## src/hdl/ctb_pkg.sv

```systemverilog
// Shared types and constants for the coupling tree builder.
package ctb_pkg;

  localparam int LANES  = 4;
  localparam int LANE_W = 2;
  localparam int GRP_W  = 5 - LANE_W;
  localparam int NODE_W = 6;
  localparam int NODES  = 64;

  typedef enum logic [1:0] {
    CMD_BEGIN  = 2'd0,
    CMD_ORBIT  = 2'd1,
    CMD_FINISH = 2'd2,
    CMD_NONE   = 2'd3
  } cmd_t;

  typedef enum logic [2:0] {
    KIND_MERGE   = 3'd0,
    KIND_ACCEPT  = 3'd1,
    KIND_DONE    = 3'd2,
    KIND_SPLIT   = 3'd3,
    KIND_BADSET  = 3'd4
  } kind_t;

  typedef enum logic [2:0] {
    S_IDLE,
    S_LAUNCH,
    S_WALK,
    S_DECIDE,
    S_MERGE_A,
    S_MERGE_B,
    S_FCHECK,
    S_SCAN
  } state_t;

  typedef struct packed {
    logic              launch;
    logic              member;
    logic [NODE_W-1:0] leaf;
  } lane_ctl_t;

  typedef struct packed {
    logic              hit;
    logic              done;
    logic [NODE_W-1:0] root;
  } lane_st_t;

  typedef struct packed {
    logic              en;
    logic [NODE_W-1:0] addr;
    logic [NODE_W-1:0] data;
  } wr_t;

endpackage

```

## src/hdl/ctb_lane.sv

```systemverilog
// Root walker lane with its own copy of the parent table.
module ctb_lane
  import ctb_pkg::*;
(
  input  logic             clk,
  input  logic             rst,
  input  lane_ctl_t        ctl,
  input  wr_t              wr,
  input  logic [NODES-1:0] pvalid,
  output lane_st_t         st
);

  logic [NODE_W-1:0] mem [NODES];
  logic [NODE_W-1:0] cur;
  logic [NODE_W-1:0] rdata;
  logic [NODE_W-1:0] addr;
  logic [6:0]        steps;
  logic              member;
  logic              halt;

  assign addr = ctl.launch ? ctl.leaf : rdata;
  assign halt = !pvalid[cur] || (steps == 7'(NODES));

  always_ff @(posedge clk) begin
    if (wr.en) begin
      mem[wr.addr] <= wr.data;
    end
    rdata <= mem[addr];
  end

  always_ff @(posedge clk) begin
    if (rst) begin
      member <= 1'b0;
      cur    <= '0;
      steps  <= '0;
    end else if (ctl.launch) begin
      member <= ctl.member;
      cur    <= ctl.leaf;
      steps  <= '0;
    end else if (member && !halt) begin
      cur   <= rdata;
      steps <= steps + 7'd1;
    end
  end

  assign st.hit  = member;
  assign st.done = !member || halt;
  assign st.root = cur;

endmodule

```

## src/hdl/coupling_tree_builder_unit.sv

```systemverilog
// Top level of the coupling tree builder: control, lanes and root merging.
//
// An item is taken when start is high and busy low; each result appears for one
// cycle with result_strobe and cannot be held off. Begin, unused and rejected
// commands give their single result in the cycle after acceptance. An orbit walks
// four member leaves at a time through the parent chains, one step per cycle per
// lane, so the chain depth sets how long it takes. A finish performs each join by
// scanning the active root bits one per cycle and writing the parent table in
// states S_MERGE_A and S_MERGE_B, for up to 31 joins. The parent table needs no
// clearing pass: begin clears its valid bits at once.
module coupling_tree_builder_unit
  import ctb_pkg::*;
#(
  parameter int MAX_LEAVES = 32
) (
  input  logic        clk,
  input  logic        rst,
  input  logic        start,
  output logic        busy,
  input  logic [1:0]  cmd,
  input  logic [31:0] orbit_mask,
  input  logic        cfg_we,
  input  logic [5:0]  cfg_data,
  output logic        result_strobe,
  output logic [2:0]  kind,
  output logic [5:0]  left_node,
  output logic [5:0]  right_node,
  output logic [5:0]  result_node,
  output logic [4:0]  merges_done,
  output logic        last
);

  state_t            state, state_next;
  logic [NODES-1:0]  pvalid;
  logic [62:0]       active;
  logic [4:0]        mc;
  logic              err_hold;
  logic              started;
  logic [5:0]        n;
  logic [31:0]       mask;
  logic [GRP_W-1:0]  grp;
  logic [1:0]        cnt;
  logic [5:0]        r0, r1, ml, mr;
  logic              is_finish;
  logic [5:0]        scan;
  logic              have_a;

  lane_ctl_t         ctl [LANES];
  lane_st_t          lst [LANES];
  wr_t               wr;

  logic              n_ok, mc_full, all_done, grp_last;
  logic [5:0]        res, base;
  logic [1:0]        cnt_f;
  logic [5:0]        r0_f, r1_f;
  logic [62:0]       active_init;
  cmd_t              cmd_c;

  logic              emit, emit_last;
  kind_t             emit_kind;
  logic [5:0]        emit_l, emit_r, emit_res;
  logic [4:0]        emit_md;

  assign cmd_c    = cmd_t'(cmd);
  assign n_ok     = (n != 6'd0) && (n <= 6'(MAX_LEAVES));
  assign mc_full  = {1'b0, mc} >= (n - 6'd1);
  assign res      = n + {1'b0, mc};
  assign base     = {1'b0, grp, {LANE_W{1'b0}}};
  assign grp_last = (base + 6'(LANES)) >= n;

  always_comb begin
    for (int i = 0; i < 63; i++) begin
      active_init[i] = (i < int'(n));
    end
  end

  for (genvar j = 0; j < LANES; j++) begin : g_lane
    always_comb begin
      ctl[j].launch = (state == S_LAUNCH);
      ctl[j].leaf   = base + 6'(j);
      ctl[j].member = mask[ctl[j].leaf[4:0]] && (ctl[j].leaf < n);
    end
    ctb_lane u_lane (
      .clk    (clk),
      .rst    (rst),
      .ctl    (ctl[j]),
      .wr     (wr),
      .pvalid (pvalid),
      .st     (lst[j])
    );
  end

  always_comb begin
    all_done = 1'b1;
    cnt_f    = cnt;
    r0_f     = r0;
    r1_f     = r1;
    for (int j = 0; j < LANES; j++) begin
      all_done = all_done && lst[j].done;
      if (lst[j].hit) begin
        if (cnt_f == 2'd0) begin
          r0_f  = lst[j].root;
          cnt_f = 2'd1;
        end else if (cnt_f == 2'd1 && lst[j].root != r0_f) begin
          r1_f  = lst[j].root;
          cnt_f = 2'd2;
        end else if (cnt_f == 2'd2 && lst[j].root != r0_f && lst[j].root != r1_f) begin
          cnt_f = 2'd3;
        end
      end
    end
  end

  always_comb begin
    state_next = state;
    case (state)
      S_IDLE: begin
        if (start) begin
          if (cmd_c == CMD_ORBIT && started && n_ok && !err_hold && !mc_full) begin
            state_next = S_LAUNCH;
          end else if (cmd_c == CMD_FINISH && started && n_ok && !err_hold) begin
            state_next = S_FCHECK;
          end
        end
      end
      S_LAUNCH: state_next = S_WALK;
      S_WALK: begin
        if (all_done) begin
          state_next = (cnt_f == 2'd3 || grp_last) ? S_DECIDE : S_LAUNCH;
        end
      end
      S_DECIDE:  state_next = (cnt == 2'd2) ? S_MERGE_A : S_IDLE;
      S_MERGE_A: state_next = S_MERGE_B;
      S_MERGE_B: state_next = is_finish ? S_FCHECK : S_IDLE;
      S_FCHECK:  state_next = mc_full ? S_IDLE : S_SCAN;
      S_SCAN: begin
        if (active[scan] && have_a) begin
          state_next = S_MERGE_A;
        end else if (scan == 6'd62) begin
          state_next = S_IDLE;
        end
      end
      default: state_next = S_IDLE;
    endcase
  end

  always_comb begin
    busy      = (state != S_IDLE);
    wr.en     = 1'b0;
    wr.addr   = ml;
    wr.data   = res;
    emit      = 1'b0;
    emit_kind = KIND_ACCEPT;
    emit_l    = '0;
    emit_r    = '0;
    emit_res  = '0;
    emit_md   = mc;
    emit_last = 1'b1;
    case (state)
      S_IDLE: begin
        if (start) begin
          case (cmd_c)
            CMD_NONE: emit = 1'b1;
            CMD_BEGIN: begin
              emit = 1'b1;
              if (n_ok) begin
                emit_md = '0;
              end else begin
                emit_kind = KIND_BADSET;
              end
            end
            default: begin
              if (!started || !n_ok) begin
                emit      = 1'b1;
                emit_kind = KIND_BADSET;
              end else if (err_hold) begin
                emit      = 1'b1;
                emit_kind = KIND_SPLIT;
              end else if (cmd_c == CMD_ORBIT && mc_full) begin
                emit = 1'b1;
              end
            end
          endcase
        end
      end
      S_DECIDE: begin
        if (cnt != 2'd2) begin
          emit      = 1'b1;
          emit_kind = (cnt == 2'd3) ? KIND_SPLIT : KIND_ACCEPT;
        end
      end
      S_MERGE_A: wr.en = 1'b1;
      S_MERGE_B: begin
        wr.en     = 1'b1;
        wr.addr   = mr;
        emit      = 1'b1;
        emit_kind = KIND_MERGE;
        emit_l    = ml;
        emit_r    = mr;
        emit_res  = res;
        emit_md   = mc + 5'd1;
        emit_last = !is_finish;
      end
      S_FCHECK: begin
        if (mc_full) begin
          emit      = 1'b1;
          emit_kind = KIND_DONE;
        end
      end
      S_SCAN: begin
        if (!(active[scan] && have_a) && scan == 6'd62) begin
          emit      = 1'b1;
          emit_kind = KIND_DONE;
        end
      end
      default: ;
    endcase
  end

  always_ff @(posedge clk) begin
    if (rst) begin
      state    <= S_IDLE;
      pvalid   <= '0;
      active   <= '0;
      mc       <= '0;
      err_hold <= 1'b0;
      started  <= 1'b0;
      n        <= 6'd1;
      result_strobe <= 1'b0;
    end else begin
      state         <= state_next;
      result_strobe <= emit;
      if (cfg_we) begin
        n <= cfg_data;
      end
      case (state)
        S_IDLE: begin
          if (start) begin
            mask      <= orbit_mask;
            grp       <= '0;
            cnt       <= '0;
            is_finish <= (cmd_c == CMD_FINISH);
            if (cmd_c == CMD_BEGIN && n_ok) begin
              pvalid   <= '0;
              active   <= active_init;
              mc       <= '0;
              err_hold <= 1'b0;
              started  <= 1'b1;
            end
          end
        end
        S_WALK: begin
          if (all_done) begin
            cnt <= cnt_f;
            r0  <= r0_f;
            r1  <= r1_f;
            grp <= grp + GRP_W'(1);
          end
        end
        S_DECIDE: begin
          ml <= r0;
          mr <= r1;
          if (cnt == 2'd3) begin
            err_hold <= 1'b1;
          end
        end
        S_MERGE_B: begin
          pvalid <= (pvalid | (64'd1 << ml) | (64'd1 << mr)) & ~(64'd1 << res);
          active <= (active & ~((63'd1 << ml) | (63'd1 << mr))) | (63'd1 << res);
          mc     <= mc + 5'd1;
        end
        S_FCHECK: begin
          scan   <= '0;
          have_a <= 1'b0;
        end
        S_SCAN: begin
          scan <= scan + 6'd1;
          if (active[scan]) begin
            if (!have_a) begin
              ml     <= scan;
              have_a <= 1'b1;
            end else begin
              mr <= scan;
            end
          end
        end
        default: ;
      endcase
    end
  end

  always_ff @(posedge clk) begin
    kind        <= emit_kind;
    left_node   <= emit_l;
    right_node  <= emit_r;
    result_node <= emit_res;
    merges_done <= emit_md;
    last        <= emit_last;
  end

endmodule
```

## config.mk

```make
export PLATFORM = sky130hd
export DESIGN_NAME = coupling_tree_builder_unit
export DESIGN_NICKNAME = d
export VERILOG_FILES = /design/src/hdl/ctb_pkg.sv /design/src/hdl/ctb_lane.sv /design/src/hdl/coupling_tree_builder_unit.sv
export SDC_FILE = /design/constraint.sdc
export NUM_CORES = 2
export LEC_CHECK = 0
export BUFFER_PORTS_ARGS = -buffer_cell sky130_fd_sc_hd__buf_2
export CORE_MARGIN = 3
export CORE_UTILIZATION = 50
export DETAILED_ROUTE_END_ITERATION = 16
export PLACE_DENSITY = 0.73
export SLEW_MARGIN = 15
export SYNTH_ARGS = -nofsm -noshare
export SYNTH_HDL_FRONTEND = slang
export SYNTH_HIERARCHICAL = 1
export SYNTH_SLANG_ARGS = --single-unit
export TNS_END_PERCENT = 5
```

## constraint.sdc

```tcl
create_clock -name clk -period 6.4 [get_ports clk]
set_input_delay 0.64 -clock clk [delete_from_list [all_inputs] [get_ports clk]]
set_output_delay 0.64 -clock clk [all_outputs]
set_load 0.05 [all_outputs]
```

### After elaboration in Yosys (flattened, before gate mapping)

Memories as Yosys holds them, arrays and structs flattened. A register that Yosys moved wholly into a read port is not among the register bits.
Index checks and enable logic that the tools add are counted.

* register bits after elaboration: 296
* RAM bits: 1536
* input bits: 44
* output and inout bits: 29
* memories kept: 4

Memory list
* g_lane[0].u_lane.mem: depth 64, width 6, rd ports 1, clocked after Yosys merged registers in 1, wr ports 1, RTL line ctb_lane.sv:13 `logic [NODE_W-1:0] mem [NODES];`
* g_lane[1].u_lane.mem: depth 64, width 6, rd ports 1, clocked after Yosys merged registers in 1, wr ports 1, RTL line ctb_lane.sv:13
* g_lane[2].u_lane.mem: depth 64, width 6, rd ports 1, clocked after Yosys merged registers in 1, wr ports 1, RTL line ctb_lane.sv:13
* g_lane[3].u_lane.mem: depth 64, width 6, rd ports 1, clocked after Yosys merged registers in 1, wr ports 1, RTL line ctb_lane.sv:13

* add/sub/neg operators: 13
* magnitude comparators: 79
* eq/ne operators: 43
* shift-type cells: 6
* mux-type cells: 132
* bitwise operators: 9
* reduce and logical (&&, ||, !) cells: 94

Operators with widths (count)
* 6-bit 2-to-1 mux: 35
* 1-bit by 6-bit left shift with 64-bit output, first input constant: 3
* 1-bit by 6-bit left shift with 63-bit output, first input constant: 3
* 6-bit less-than comparator, first input constant: 31
* 64-bit 2-to-1 mux: 2
* 64-bit bitwise OR: 2
* 64-bit case mux with 2 select lines: 1
* 63-bit 2-to-1 mux: 2
* 63-bit bitwise OR: 2
* 63-bit case mux with 2 select lines: 1
* 5-bit by 6-bit less-than comparator with 1-bit output, first input constant: 16
* 64-bit bitwise AND: 1
* 64-bit NOT: 1
* 63-bit bitwise AND: 1
* 63-bit NOT: 1
* 4-bit by 6-bit less-than comparator with 1-bit output, first input constant: 8
* 2-bit 2-to-1 mux: 24
* 6-bit inequality test: 8
* 3-bit 2-to-1 mux: 14
* 6-bit case mux with 2 select lines: 3
* 1-bit logical AND: 35
* 6-bit by 7-bit less-than comparator with 1-bit output, second input constant: 5
* 5-bit 2-to-1 mux: 7
* 1-bit binary-select mux with 6-bit select: 5
* 49 further kinds: 165

### Logic depth before layout (Yosys ltp)

* depth in word-level cells: 33
* gate-level depth with buffers: 17

### Cells and area by module

The synthesis kept the hierarchy.

By module, submodules not included
* ctb_lane at g_lane[1].u_lane ...: instances 3, cells an instance 887, area each 16671.0 um^2
* ctb_lane at g_lane[0].u_lane: instances 1, cells an instance 849, area each 16580.9 um^2
* coupling_tree_builder_unit: instances 1, cells an instance 1549, area each 13583.0 um^2

### Least setup slack after synthesis

OpenSTA, ideal clock, no wires.

* kind: reg2reg
* start: register mc[0]
* end: register active[31]
* library setup time: 70 ps
* arrival time: 5639 ps
* data required time: 6330 ps
* setup slack: 691 ps
* cell stages (with the launch flop): 9
* cells stage by stage: dfxtp_1 ha_1 fa_1 and2_1 clkbuf_1 nand2_1 o31ai_1 o21ai_0 a21oi_1

* longest elaborated chain between the ends: 4

RTL lines
* start, declared: RTL line coupling_tree_builder_unit.sv:36 `logic [4:0] mc;`
* start signal, assigned: RTL line coupling_tree_builder_unit.sv:270 `mc <= mc + 5'd1;`
* 6-bit by 5-bit adder with 6-bit output: RTL line coupling_tree_builder_unit.sv:67 `assign res = n + {1'b0, mc};`
* net res[1]: RTL line coupling_tree_builder_unit.sv:53 `logic [5:0] res, base;`
* 1-bit by 6-bit left shift with 63-bit output: RTL line coupling_tree_builder_unit.sv:269 `active <= (active & ~((63'd1 << ml) | (63'd1 << mr))) | (63'd1 << res);`
* 63-bit bitwise OR: RTL line coupling_tree_builder_unit.sv:269
* 63-bit case mux with 2 select lines: RTL line coupling_tree_builder_unit.sv:236 `case (state)`
* end signal, assigned: RTL line coupling_tree_builder_unit.sv:245 `active <= active_init;`
* end signal, assigned: RTL line coupling_tree_builder_unit.sv:269
* end, declared: RTL line coupling_tree_builder_unit.sv:35 `logic [62:0] active;`

The timed path passes the listed nets, and every way through them passes these cells.
A chain may end at the register's enable or synchronous reset.

==> results.yml <==
layout:
  area_delta_synth_final_pct: 11.1
  fillers: 12000
  instances_no_fill: 7342
  post-route-cell-area_um2: 89100
  drive_gt1_share_pct: 19.8
  fin_nets: 5194
  utilization_pct: 56.1
synth:
  synth.yosys.seq_area_share_pct: 66.4
  async_reset_ff_share_pct: 0
  ys_warn_count: 6
  ys_seq_elements: 1856
  synth.distinct_cells: 107
  synth_edf_count: 1605
  syn_area_um2: 80200
  netlist_instances: 5059
  synth_flop_cell: "edfxtp_1"
  postSynthAreaPerCell_um2: 15.8
die:
  die_w_um: 406
  start_util_pct: 50.4
  std_cell_rows: 146
  ios: 73
  die-area_um2: 165000
  die_h_um: 406
  core_um2: 159000
global_route:
  track_usage_pct: 23.6
  grt_use_met1_pct: 33.4
  antenna_found_initial: 1
  grt_use_met2_pct: 36.6
  use_met3_pct: 4.81
  grt_pass1_wl_um: 295000
  gr-max-usage-layer: "met2"
  grt_start_max_net_pins: 172
  grt_pass1_vias: 46500
  gr-total-overflow: 0
cts:
  cts.path.max_buffers: 3
  cts_setup_buffers: 0
  numClockSinks: 1856
  cts_tree: "built"
  root_buffer: "clkbuf_16"
  cts_made_buffers: 183
  cts_max_level: 4
  clk_latency_ns: 0.84
  clk_pin_slew_ns: 0.06
worst_setup_path:
  crit_family: "compound AO/OA/AOI/OAI gates"
  critPathKind: "register to register"
  cp_max_fo: 19
  path_cells: "mux4_1, mux2_2, a2bb2oi_1, a21oi_1, o211ai_4, clkinv_4, nand4_1, a22oi_1, a41oi_1, nor4_1, o31ai_1, o32ai_1, a21oi_1"
  path_common_cell: "a21oi_1"
  crit_path_end_kind: "register"
  worstPathArrival_ns: 5.56
  worst-endpoint-required_ns: 7.09
  path_buf_inv: 1
  crit_slowest_cell: "dfxtp_1"
  critPathLaunchType: "register"
  cpPeakStageDelay_ns: 1.02
power:
  p_total_w: 0.0324
  power_switching_w: 0.00933
  p_clk_share_pct: 33.6
  pwr-share-seq_pct: 41.4
  p_leak_nw: 28.6
  netSwitchingFraction_pct: 28.7
  worst_ir_drop_vdd_mv: 0.395
  cellInternalPower_w: 0.0231
  powerDensity_nw_per_um2: 364
  combPwrFrac_pct: 25.0
route:
  drc: 0
  ant_nets: 0
  drt_first_iter_violations: 6106
  viasPerCell: 6.39
  first_pass_iters: 6
  wl_per_cell_um: 26.6
  vias: 46900
  wirelength_um: 195000
sta:
  finalSetupViolations: 0
  setup_tns_ns: 0
  maxSlewHeadroom_pct: 20.0
  fmax_mhz: 205
  fin_worst_skew_ns: 0.0714
  finalHoldViolCount: 0
  slew_viol_final: 0
  min_period_ns: 4.87
  rsz0062_at_grt: "no"
  period_share_pct: 76.1
  tightest_slew_ns: 1.20
placement:
  dp.final_hpwl_um: 120000
  gp_congestion: 0.949
  dpl_cell_area_um2: 82500
  portBuffers: 72
  placed_cells: 6962
run_status:
  outcome: "finished clean"
hold_path:
  hold_class: "primary input to register"
flow_run:
  drv_cap: 0
==> cells in the mapped netlist (all sizes together) (16+ instances only) <==
| cell | number | area [um^2] |
|---|---|---|
| nor2 | 432 | 1620 |
| nand2b | 42 | 288 |
| nand2 | 415 | 1570 |
| edfxtp | 1605 | 48200 |
| a311o | 19 | 190 |
| nor2b | 33 | 206 |
| nand4 | 28 | 175 |
| nor3b | 24 | 180 |
| clkbuf | 205 | 769 |
| xnor2 | 33 | 289 |
| a22oi | 18 | 135 |
| mux4 | 476 | 10800 |
| a311oi | 26 | 228 |
| a31oi | 67 | 419 |
| dfxtp | 251 | 5020 |
| ha | 37 | 463 |
| nand3 | 119 | 596 |
| a21oi | 169 | 872 |
| buf | 144 | 947 |
| o22ai | 64 | 400 |
| a32oi | 16 | 140 |
| or3 | 27 | 170 |
| nor3 | 69 | 425 |
| and2 | 73 | 457 |
| xor2 | 21 | 184 |
| inv | 52 | 195 |
| o21ai | 49 | 268 |
| o211ai | 37 | 319 |
| mux2i | 153 | 1580 |
| and3 | 30 | 189 |
| a211oi | 129 | 1050 |
| mux2 | 26 | 308 |
==> registers in the layout (all words and copies together) (netlist names), 24 cells and up <==
signal / count
g_lane.u_lane/steps: 28
active: 63
g_lane.u_lane/mem: 1536
g_lane.u_lane/rdata: 24
mask: 32
pvalid: 64
g_lane.u_lane/cur: 24
==> power groups by stage <==
stage	registers, W	logic, W	clock network [W]
after floorplan	0.0136	0.00609	0
after global routing	0.0134	0.00866	0.0116
after global placement	0.0137	0.00799	0
after CTS	0.0134	0.00815	0.0111
after detailed placement	0.0137	0.00806	0
final	0.0134	0.00810	0.0109
==> placed cells by master, fill, tap and decap left out, types with 28 or more instances in the layout <==
cell type         n
and3_1           29
o21ai_0          43
o211ai_1         34
a31oi_1          67
nor3_1           51
clkinv_1         28
mux2i_1         132
o22ai_1          64
dfxtp_1         251
mux4_2          443
inv_1            48
buf_2            71
xnor2_1          33
clkbuf_16       183
mux4_1           33
ha_1             36
nand2b_1         38
and2_1           72
a21oi_1         164
buf_4            91
nor2b_1          33
dlygate4sd3_1    36
nand3_1         118
clkinv_2         29
a211oi_1        112
nand4_1          28
edfxtp_1       1605
nand2_1         410
clkbuf_1         49
nor2_1          428
==> metal layers <==
metal	vias to the layer above	routed length, um
li1	20100	-
met1	23800	76800
met2	2526	91700
met3	456	19200
met4	0	7270
met5	-	0
==> stage by stage <==
step / worst slack [ns] / hold WS [ns]
floorplan: 0.691 / 0.413
global placement: 1.63 / 0.446
detailed placement: 1.58 / 0.456
CTS: 1.59 / 0.000227
global route: 1.19 / 0.0313
finish: 1.53 / 0.0551
==> path summary, 6_finish.rpt <==
kind,to,slack [ns],start,depth (start not counted)
setup / recovery,state[1]$_SDFFE_PP0P_,1.53,g_lane[3].u_lane/cur[0]$_SDFFE_PP0P_,13
setup reg to reg,state[1]$_SDFFE_PP0P_,1.53,g_lane[3].u_lane/cur[0]$_SDFFE_PP0P_,13
hold reg to reg,active[31]$_SDFFE_PP0P_,0.47,active[31]$_SDFFE_PP0P_,2
hold / removal,n[4]$_SDFFE_PP0P_,0.06,cfg_data[4],3
==> area by class of cell <==
class / count / area, um^2 / share of cell area (%)
Clock buffer: 242 / 4900 / 5.50
Tap cell: 2072 / 2590 / 2.91
Sequential cell: 1856 / 53200 / 59.7
Clock inverter: 100 / 1300 / 1.45
Timing Repair Buffer: 206 / 1550 / 1.73
Antenna cell: 1 / 2.50 / 0.00281
Multi-Input combinational cell: 2806 / 25300 / 28.4
Inverter: 59 / 267 / 0.299
==> kinds of logic after synthesis <==
logic type / count (synthesis) / share of synthesized area, %
flip-flops: 1856 / 66.4
AO/OA/AOI/OAI: 688 / 6.10
XOR/XNOR: 54 / 0.590
AND/OR/NAND/NOR: 1358 / 7.99
multiplexers: 655 / 15.9
adder cells (fa/ha/maj): 38 / 0.602
other: 2 / 0.00937
buffers and inverters: 408 / 2.44
==> repair_timing <==
item                      in CTS  in global routing
gates resized for setup        0                  0
hold endpoints to repair      36                  0
hold buffers                  36                  0
==> worst reg2reg max path, stage by stage (launching register included) <==
cell and delay (ns):
dfxtp_1 1.02, mux4_1 0.67, mux2_2 0.31, a2bb2oi_1 0.15, a21oi_1 0.24, o211ai_4 0.27, clkinv_4 0.16, nand4_1 0.35
a22oi_1 0.34, a41oi_1 0.20, nor4_1 0.55, o31ai_1 0.19, o32ai_1 0.24, a21oi_1 0.09
No activity file was read; power rests on OpenSTA's default activity.
